**config.mk**
```make
export PLATFORM = sky130hd
export DESIGN_NAME = joybus_command_block_processor_unit
export DESIGN_NICKNAME = d
export VERILOG_FILES = /design/src/hw/rtl/jcbp_pkg.sv /design/src/hw/rtl/jcbp_ram.sv /design/src/hw/rtl/joybus_command_block_processor_unit.sv
export SDC_FILE = /design/constraint.sdc
export NUM_CORES = 1
export LEC_CHECK = 0
export ABC_AREA = 1
export BUFFER_PORTS_ARGS = -buffer_cell sky130_fd_sc_hd__buf_2
export CAP_MARGIN = 5
export CORE_UTILIZATION = 55
export DETAILED_ROUTE_END_ITERATION = 12
export PLACE_DENSITY = 0.75
export SYNTH_ARGS = -nofsm -noshare
export SYNTH_HDL_FRONTEND = slang
export SYNTH_SLANG_ARGS = --single-unit
```
**constraint.sdc**
```tcl
create_clock -name clk -period 5.37 [get_ports clk]
set_input_delay 0.2685 -clock clk [delete_from_list [all_inputs] [get_ports clk]]
set_output_delay 0.2685 -clock clk [all_outputs]
set_load 0.01 [all_outputs]
```
**src/hw/rtl/jcbp_pkg.sv**
```systemverilog
// ----------------------------------------------------------------------------
// jcbp_pkg
// Shared types and byte codes for the controller command block processor.
// ----------------------------------------------------------------------------
`default_nettype none

package jcbp_pkg;

  typedef enum logic [1:0] {
    KIND_LOAD    = 2'd0,
    KIND_BUTTONS = 2'd1,
    KIND_RUN     = 2'd2,
    KIND_NONE    = 2'd3
  } kind_t;

  typedef struct packed {
    kind_t       kind;
    logic [3:0]  word_index;
    logic [1:0]  channel;
    logic [31:0] data_word;
  } request_t;

  typedef struct packed {
    logic [3:0]  out_index;
    logic [31:0] out_word;
    logic        aborted;
    logic        last;
  } result_t;

  // Scan markers
  localparam logic [7:0] BYTE_PAD = 8'hFF;
  localparam logic [7:0] BYTE_END = 8'hFE;

  // Receive byte flags
  localparam logic [7:0] RX_OVERFLOW = 8'h40;
  localparam logic [7:0] RX_ABSENT   = 8'h80;

  // Commands
  localparam logic [7:0] CMD_STATUS   = 8'h00;
  localparam logic [7:0] CMD_READ     = 8'h01;
  localparam logic [7:0] CMD_ABORT_LO = 8'h02;
  localparam logic [7:0] CMD_ABORT_HI = 8'h05;

  // Status reply bytes, first byte in the low lane
  localparam logic [7:0] STATUS_B0 = 8'h05;
  localparam logic [7:0] STATUS_B1 = 8'h00;
  localparam logic [7:0] STATUS_B2 = 8'h02;

  localparam logic [7:0] RX_MAX_STATUS = 8'h03;
  localparam logic [5:0] CHAN_MAX      = 6'd63;

endpackage

`default_nettype wire

```
**src/hw/rtl/jcbp_ram.sv**
```systemverilog
// ----------------------------------------------------------------------------
// jcbp_ram
// Generic single-write, single-read RAM with a registered read port.
// ----------------------------------------------------------------------------
`default_nettype none

module jcbp_ram #(
  parameter int WIDTH = 32,
  parameter int DEPTH = 16,
  parameter int AW    = (DEPTH > 1) ? $clog2(DEPTH) : 1
) (
  input  wire logic             clk,
  input  wire logic             we,
  input  wire logic [AW-1:0]    waddr,
  input  wire logic [WIDTH-1:0] wdata,
  input  wire logic [AW-1:0]    raddr,
  output logic      [WIDTH-1:0] rdata
);

  logic [WIDTH-1:0] mem [DEPTH];

  always_ff @(posedge clk) begin
    if (we) begin
      mem[waddr] <= wdata;
    end
    rdata <= mem[raddr];
  end

endmodule

`default_nettype wire

```
**src/hw/rtl/joybus_command_block_processor_unit.sv**
```systemverilog
// ----------------------------------------------------------------------------
// joybus_command_block_processor_unit
// Controller command block processor: command RAM, button store, scan engine.
// ----------------------------------------------------------------------------
// Loads (kind 0) and button updates (kind 1) leave busy low and may arrive
// back to back. A run (kind 2) holds busy while the scan walks the command
// RAM through its single word-wide memory port: each byte is read, then
// decoded; a channel entry also reads its receive and command bytes, and
// every reply byte written back is read, then merged and written. The
// processed RAM then streams out one word a cycle, min(RAM_BYTES/4, 16) words
// with strobe high for one cycle each; the receiver cannot stall, so take
// every item on the cycle it shows.
// The command RAM has no reset: load every word before the first run.
// ----------------------------------------------------------------------------
`default_nettype none

module joybus_command_block_processor_unit
  import jcbp_pkg::*;
#(
  parameter int RAM_BYTES = 64,
  parameter int CHANNELS  = 4
) (
  input  wire logic     clk,
  input  wire logic     rst,
  input  wire logic     start,
  input  wire request_t request,
  output logic          busy,
  output logic          strobe,
  output result_t       result,
  input  wire logic     cfg_we,
  input  wire logic [3:0] cfg_data
);

  localparam int WORDS     = RAM_BYTES / 4;
  localparam int OUT_WORDS = (WORDS < 16) ? WORDS : 16;
  localparam int WAW       = $clog2(WORDS);
  localparam int OIW       = $clog2(OUT_WORDS);
  localparam int CW        = $clog2(RAM_BYTES + 256);
  localparam int CHW       = (CHANNELS > 1) ? $clog2(CHANNELS) : 1;

  localparam logic [CW-1:0]  RAM_END  = CW'(RAM_BYTES);
  localparam logic [OIW-1:0] OUT_LAST = OIW'(OUT_WORDS - 1);

  typedef enum logic [7:0] {
    S_IDLE  = 8'b0000_0001,
    S_FETCH = 8'b0000_0010,
    S_TX    = 8'b0000_0100,
    S_RX    = 8'b0000_1000,
    S_CMD   = 8'b0001_0000,
    S_WRD   = 8'b0010_0000,
    S_WWR   = 8'b0100_0000,
    S_EMIT  = 8'b1000_0000
  } state_t;

  function automatic logic [7:0] get_byte(input logic [31:0] w, input logic [1:0] off);
    logic [7:0] b;
    unique case (off)
      2'd0: b = w[31:24];
      2'd1: b = w[23:16];
      2'd2: b = w[15:8];
      2'd3: b = w[7:0];
      default: b = w[7:0];
    endcase
    return b;
  endfunction

  function automatic logic [31:0] put_byte(input logic [31:0] w, input logic [1:0] off,
                                           input logic [7:0] b);
    logic [31:0] r;
    r = w;
    unique case (off)
      2'd0: r[31:24] = b;
      2'd1: r[23:16] = b;
      2'd2: r[15:8]  = b;
      2'd3: r[7:0]   = b;
      default: r[7:0] = b;
    endcase
    return r;
  endfunction

  // Control and scan registers
  state_t         state, state_next;
  logic [CW-1:0]  cursor, cursor_next;
  logic [5:0]     chan, chan_next;
  logic [7:0]     tx, tx_next;
  logic [7:0]     rx, rx_next;
  logic [CW-1:0]  wr_addr, wr_addr_next;
  logic [31:0]    pay, pay_next;
  logic [2:0]     wr_cnt, wr_cnt_next;
  logic           aborted, aborted_next;
  logic [OIW-1:0] oi, oi_next;
  logic           rd_v, rd_v_next;
  logic [OIW-1:0] rd_idx, rd_idx_next;
  logic           rd_last, rd_last_next;
  logic [3:0]     present_mask;
  logic [31:0]    buttons [CHANNELS];

  // Memory port
  logic           we;
  logic [WAW-1:0] waddr, raddr;
  logic [31:0]    wdata, rdata;

  logic           accept;
  logic [CW-1:0]  cursor_p1;
  logic [7:0]     cur_byte, cmd_byte;
  logic [5:0]     chan_inc;
  logic           pres;
  logic [31:0]    btn;

  assign busy      = (state != S_IDLE) || rd_v;
  assign accept    = start && !busy;
  assign cursor_p1 = cursor + CW'(1);
  assign cur_byte  = get_byte(rdata, cursor[1:0]);
  assign cmd_byte  = get_byte(rdata, cursor_p1[1:0]);
  assign chan_inc  = (chan == CHAN_MAX) ? chan : chan + 6'd1;
  assign pres      = (chan < 6'(CHANNELS)) && (chan < 6'd4) && present_mask[chan[1:0]];
  assign btn       = buttons[CHW'(chan)];

  jcbp_ram #(
    .WIDTH (32),
    .DEPTH (WORDS),
    .AW    (WAW)
  ) u_cmd_ram (
    .clk   (clk),
    .we    (we),
    .waddr (waddr),
    .wdata (wdata),
    .raddr (raddr),
    .rdata (rdata)
  );

  always_comb begin
    state_next   = state;
    cursor_next  = cursor;
    chan_next    = chan;
    tx_next      = tx;
    rx_next      = rx;
    wr_addr_next = wr_addr;
    pay_next     = pay;
    wr_cnt_next  = wr_cnt;
    aborted_next = aborted;
    oi_next      = oi;
    rd_v_next    = 1'b0;
    rd_idx_next  = rd_idx;
    rd_last_next = rd_last;
    we           = 1'b0;
    waddr        = WAW'(request.word_index);
    wdata        = request.data_word;
    raddr        = WAW'(cursor >> 2);

    unique case (state)
      S_IDLE: begin
        if (accept) begin
          unique case (request.kind)
            KIND_LOAD: begin
              we = 7'(request.word_index) < 7'(WORDS);
            end
            KIND_RUN: begin
              cursor_next = '0;
              chan_next   = '0;
              state_next  = S_FETCH;
            end
            default: begin
            end
          endcase
        end
      end

      S_FETCH: begin
        // Issue the read of the byte under the cursor, or close the scan.
        if (cursor >= RAM_END) begin
          aborted_next = 1'b0;
          oi_next      = '0;
          state_next   = S_EMIT;
        end else begin
          state_next = S_TX;
        end
      end

      S_TX: begin
        raddr = WAW'(cursor_p1 >> 2);
        priority if (cur_byte == BYTE_PAD) begin
          cursor_next = cursor_p1;
          state_next  = S_FETCH;
        end else if (cur_byte == BYTE_END) begin
          aborted_next = 1'b0;
          oi_next      = '0;
          state_next   = S_EMIT;
        end else begin
          cursor_next = cursor_p1;
          tx_next     = cur_byte;
          if (cur_byte == 8'd0) begin
            chan_next  = chan_inc;
            state_next = S_FETCH;
          end else if (cursor + CW'(2) >= RAM_END) begin
            aborted_next = 1'b0;
            oi_next      = '0;
            state_next   = S_EMIT;
          end else begin
            state_next = S_RX;
          end
        end
      end

      S_RX: begin
        rx_next    = cur_byte;
        raddr      = WAW'(cursor_p1 >> 2);
        state_next = S_CMD;
      end

      S_CMD: begin
        priority if (cmd_byte == CMD_STATUS) begin
          cursor_next = cursor + CW'(5);
          state_next  = S_WRD;
          priority if (!pres) begin
            wr_addr_next = cursor;
            pay_next     = {24'd0, rx | RX_ABSENT};
            wr_cnt_next  = 3'd1;
          end else if (rx > RX_MAX_STATUS) begin
            wr_addr_next = cursor;
            pay_next     = {24'd0, rx | RX_OVERFLOW};
            wr_cnt_next  = 3'd1;
          end else begin
            wr_addr_next = cursor + CW'(2);
            pay_next     = {8'd0, STATUS_B2, STATUS_B1, STATUS_B0};
            wr_cnt_next  = 3'd3;
          end
        end else if (cmd_byte == CMD_READ) begin
          cursor_next = cursor + CW'(6);
          state_next  = S_WRD;
          if (pres) begin
            wr_addr_next = cursor + CW'(2);
            pay_next     = btn;
            wr_cnt_next  = 3'd4;
          end else begin
            wr_addr_next = cursor;
            pay_next     = {24'd0, rx | RX_ABSENT};
            wr_cnt_next  = 3'd1;
          end
        end else if (cmd_byte >= CMD_ABORT_LO && cmd_byte <= CMD_ABORT_HI) begin
          aborted_next = 1'b1;
          oi_next      = '0;
          state_next   = S_EMIT;
        end else begin
          // Unknown command: skip its bytes and leave the RAM alone.
          cursor_next = cursor_p1 + CW'(tx[5:0]) + CW'(rx[5:0]);
          chan_next   = chan_inc;
          state_next  = S_FETCH;
        end
      end

      S_WRD: begin
        raddr = WAW'(wr_addr >> 2);
        // Reply bytes run upward, so once one falls off the end all do.
        if (wr_addr >= RAM_END) begin
          chan_next  = chan_inc;
          state_next = S_FETCH;
        end else begin
          state_next = S_WWR;
        end
      end

      S_WWR: begin
        we           = 1'b1;
        waddr        = WAW'(wr_addr >> 2);
        wdata        = put_byte(rdata, wr_addr[1:0], pay[7:0]);
        wr_addr_next = wr_addr + CW'(1);
        pay_next     = pay >> 8;
        wr_cnt_next  = wr_cnt - 3'd1;
        if (wr_cnt == 3'd1) begin
          chan_next  = chan_inc;
          state_next = S_FETCH;
        end else begin
          state_next = S_WRD;
        end
      end

      S_EMIT: begin
        raddr        = WAW'(oi);
        rd_v_next    = 1'b1;
        rd_idx_next  = oi;
        rd_last_next = (oi == OUT_LAST);
        oi_next      = oi + OIW'(1);
        if (oi == OUT_LAST) begin
          state_next = S_IDLE;
        end
      end

      default: begin
        state_next = S_IDLE;
      end
    endcase
  end

  always_ff @(posedge clk) begin
    if (rst) begin
      state   <= S_IDLE;
      cursor  <= '0;
      chan    <= '0;
      wr_cnt  <= '0;
      aborted <= 1'b0;
      oi      <= '0;
      rd_v    <= 1'b0;
      strobe  <= 1'b0;
    end else begin
      state   <= state_next;
      cursor  <= cursor_next;
      chan    <= chan_next;
      wr_cnt  <= wr_cnt_next;
      aborted <= aborted_next;
      oi      <= oi_next;
      rd_v    <= rd_v_next;
      strobe  <= rd_v;
    end
  end

  // Scan payload and output item
  always_ff @(posedge clk) begin
    tx      <= tx_next;
    rx      <= rx_next;
    wr_addr <= wr_addr_next;
    pay     <= pay_next;
    rd_idx  <= rd_idx_next;
    rd_last <= rd_last_next;
    result.out_index <= 4'(rd_idx);
    result.out_word  <= rdata;
    result.aborted   <= aborted;
    result.last      <= rd_last;
  end

  // Attached-controller mask
  always_ff @(posedge clk) begin
    if (rst) begin
      present_mask <= 4'd1;
    end else if (cfg_we) begin
      present_mask <= cfg_data;
    end
  end

  // Button store: cleared at reset, one word per channel
  always_ff @(posedge clk) begin
    if (rst) begin
      for (int i = 0; i < CHANNELS; i++) begin
        buttons[i] <= '0;
      end
    end else if (accept && request.kind == KIND_BUTTONS
                 && 4'(request.channel) < 4'(CHANNELS)) begin
      buttons[CHW'(request.channel)] <= request.data_word;
    end
  end

`ifndef SYNTHESIS
  a_last_ends_burst: assert property (@(posedge clk) disable iff (rst)
    strobe && result.last |=> !strobe)
    else $error("item stream continued past the last word");

  a_index_steps: assert property (@(posedge clk) disable iff (rst)
    strobe && !result.last |=> strobe && result.out_index == $past(result.out_index) + 4'd1)
    else $error("output word index did not advance by one");

  a_write_in_range: assert property (@(posedge clk) disable iff (rst)
    state == S_WWR |-> wr_addr < RAM_END)
    else $error("reply byte written past the end of the command RAM");

  a_run_starts_scan: assert property (@(posedge clk) disable iff (rst)
    accept && request.kind == KIND_RUN |=> state == S_FETCH && cursor == '0)
    else $error("run item did not start the scan at byte zero");
`endif

endmodule

`default_nettype wire

```
==> impl_results.md <==
* Die Ht at 262 µm
* Final Max Slew Viols at 0
* Top_reg_cell synth: edfxtp_1
* Clock-pin slew on the worst setup and hold paths at 0.06 ns
* # H-tree levels at 3
* Layout cells sized above 1 at 0.0884
* Worst VDD drop at 0.000280 V
* Crit path kind: reg -> reg
* Placed Area at 38400 µm²
* Slew HR at 0.0813
* Setup crit end kind: register
* Final worst-path setup slack at 1.32 ns
* EDFF count, synth at 700
* Register area share after synthesis at 0.624
* Flops & latches, synth at 809
* Post-synth top area share at 0.566
* Ordered list of cells on the worst path: ha_1 -> xor2_2 -> nand2_8 -> buf_4 -> nand4_1 -> nand3_1 -> nand3_1 -> nand3_1 -> nand2_1
* Via density at 5.88
* Clock Path Buffers at 3
* Wire per inst at 21.5 µm
* DRT Wirelength at 102000 µm
* Synth Cell Area at 37200 µm²
* Die Wd at 262 µm
* Port Buffers at 87
* Count of cell types in the netlist at 50
* Clock skew at 0.0273 ns
* Async SR Flop Fraction at 0
* Syn_nets at 3878
* Nets at 3903
* Overall power at 15.4 mW
* Worst setup SP type: register
* Power density cells at 372 nW/µm²
* Postcts setup bufs at 0
* GRT met3 Usage at 0.0455
* Fmax at 247 MHz
* Vias in the first global route at 26000
* Largest area contributor in the netlist: edfxtp_1
* Area grow syn2layout at 11.2%
* Avg Inst Size Synth at 9.78 µm²
* Clk Tree Root Cell: clkbuf_16
* Io pins at 88
* Initial DRC Count at 3899
* CTS tree: yes
* Top cell by count, worst path: nand3_1
* Hold Vio Cnt, Final at 0
* Crit Path Max Fanout at 132
* Worst path slowest cell: buf_4
* Starting Density at 0.560
* CORE AREA at 66300 µm²
* GR Overflow Total at 0
* Dpl ws at 1.51 ns
* Status: complete, no violations
* GR Util All Layers at 0.299
* Routability Congestion at 1.02
* Slew of the pin with the lowest slew margin at 1.38 ns
* Arr. time, crit path at 4.59 ns
* Busiest grt layer: met2
* Number of clock buffers inserted by TritonCTS at 84
* DIE AREA at 68600 µm²
* Max-cap violations at 0
* DRT Pass-1 Iters at 6
* Clock sink total at 809
* HPWL after DPL at 57200 µm
* Hold Path Class: in -> reg
* Total number of vias at 28000
* Initial antenna violation count at 0
* GR Util met1 at 0.420
* DRT antenna net count at 0
* Worst Path Required at 5.91 ns
* Crit-path max cell delay at 0.95 ns
* Cells after synthesis at 3800
* Worst-Skew Late Latency at 0.66 ns
* YS warnings at 0
* Grt met2 use at 0.468
* Unrepaired setup endpoints after global routing: false
* Final setup viols at 0
* Row Count at 94
* TNS Setup at 0 ns
* Ant. Diodes at 0
* Leak pwr at 17.1 nW
* First-pass GRT wire length at 153000 µm
* Period utilization at 0.755
* Min Tclk post-route at 4.05 ns
* Largest net degree at the start of global routing at 133
* Finished Cell Area at 41300 µm²
* Most area-consuming cells after synthesis: edfxtp_1, nand2_1, inv_1
* DRC Markers at 0
synth_stat cells, drive strengths merged (2+ instances only):
| cell type | n |
|---|---|
| a211oi | 16 |
| nand3b | 2 |
| mux2i | 2 |
| fa | 7 |
| a31oi | 3 |
| o211ai | 25 |
| nand3 | 476 |
| nor3 | 43 |
| ha | 23 |
| dfxtp | 109 |
| o22ai | 7 |
| a21oi | 113 |
| a221oi | 8 |
| nor2 | 249 |
| nand4 | 238 |
| nand2 | 719 |
| o21bai | 7 |
| xor2 | 23 |
| nor4 | 3 |
| edfxtp | 700 |
| buf | 112 |
| or2 | 7 |
| clkbuf | 115 |
| inv | 645 |
| o21ai | 120 |
| a32o | 18 |
| o21a | 2 |
power by group:
part	leakage [nW]	internal [mW]	switching, mW
registers	7.38	7.11	0.358
logic	8.38	0.612	1.38
clock network	1.39	3.45	2.46
total	17.1	11.2	4.20
metal layers:
layer  up-vias  wire, µm
li1      12900         -
met1     13300     40400
met2      1577     47400
met3       244     10600
met4         0      3990
met5         -         0
cell type report:
class | instances | area [µm²]
Fill cell | 5205 | 25000
Sequential cell | 809 | 23200
Timing Repair Buffer | 166 | 1130
Multi-Input combinational cell | 2118 | 10600
Clock buffer | 121 | 2450
Inverter | 646 | 2430
Tap cell | 864 | 1080
Clock inverter | 33 | 377
logic make-up after synthesis:
kind of cell    synth area share
simple gates               0.213
buf+inv                   0.0935
flops                      0.624
compound gates            0.0512
fa+ha+maj                 0.0115
xor+xnor                 0.00586
mux                     0.000539
stage by stage:
stage | util | hold WS, ns | cells
2_1_floorplan | - | 0.323 | 3800
3_3_place_gp | 0.578 | 0.328 | 4589
3_5_place_dp | 0.578 | 0.345 | 4589
4_1_cts | 0.623 | 0.0245 | 4755
5_1_grt | 0.623 | 0.0599 | 4757
6_report | 0.623 | 0.0368 | 4757
state kept, by name (all words and copies together), names as in the netlist, named ones only:
name / cells
u_cmd_ram.rdata: 32
strobe: 1
present_mask: 4
oi: 4
rd_last: 1
buttons: 128
pay: 32
rx: 8
tx: 6
u_cmd_ram.mem: 512
aborted: 1
wr_addr: 9
rd_idx: 4
result: 38
rd_v: 1
wr_cnt: 3
cursor: 9
state: 8
chan: 6
final timing paths:
check                            startpoint            endpoint  slack [ns]  cells past startpoint
worst max-delay path              cursor[0]  u_cmd_ram.rdata[2]        1.32                      9
worst max register to register    cursor[0]  u_cmd_ram.rdata[2]        1.32                      9
worst min register to register      rd_last           result[0]        0.34                      0
worst min-delay path            request[26]      buttons[2][26]        0.04                      3
timing repair:
item                                   CTS  global route
hold buffers                            12             0
resized for setup                        0             0
endpoints found under the hold margin    4             0
critical path: cells and delay by family (launching register included):
kind | cells | cell delay (ns)
adders and majority gates | 1 | 0.52
buffers and inverters | 1 | 0.95
and+or+nand+nor | 6 | 1.34
DFF | 1 | 0.60
xor gates and xnor gates | 1 | 0.25
layout by cell type, fill, tap and decap left out, types with 7 or more instances in the layout:
cell type | Yosys | layout
buf_4 | 29 | 61
edfxtp_1 | 700 | 700
o21bai_1 | 7 | 7
o21ai_1 | 3 | 8
xor2_1 | 22 | 22
nand3_1 | 473 | 473
buf_2 | 72 | 87
o22ai_1 | 7 | 7
ha_1 | 23 | 23
nor3_1 | 43 | 42
clkinv_2 | 0 | 10
clkbuf_8 | 0 | 15
nand4_1 | 238 | 238
nor2_4 | 4 | 18
o21ai_0 | 114 | 108
dlygate4sd3_1 | 0 | 12
a21oi_1 | 112 | 112
nor2_1 | 238 | 224
inv_1 | 636 | 635
nand2_1 | 715 | 712
clkinv_1 | 1 | 7
a32o_1 | 18 | 18
dfxtp_1 | 109 | 108
a211oi_1 | 16 | 16
clkbuf_1 | 115 | 19
inv_2 | 9 | 8
clkbuf_16 | 0 | 87
fa_1 | 7 | 7
a221oi_1 | 8 | 8
o211ai_1 | 25 | 25
No activity file was read; power rests on OpenSTA's default activity.
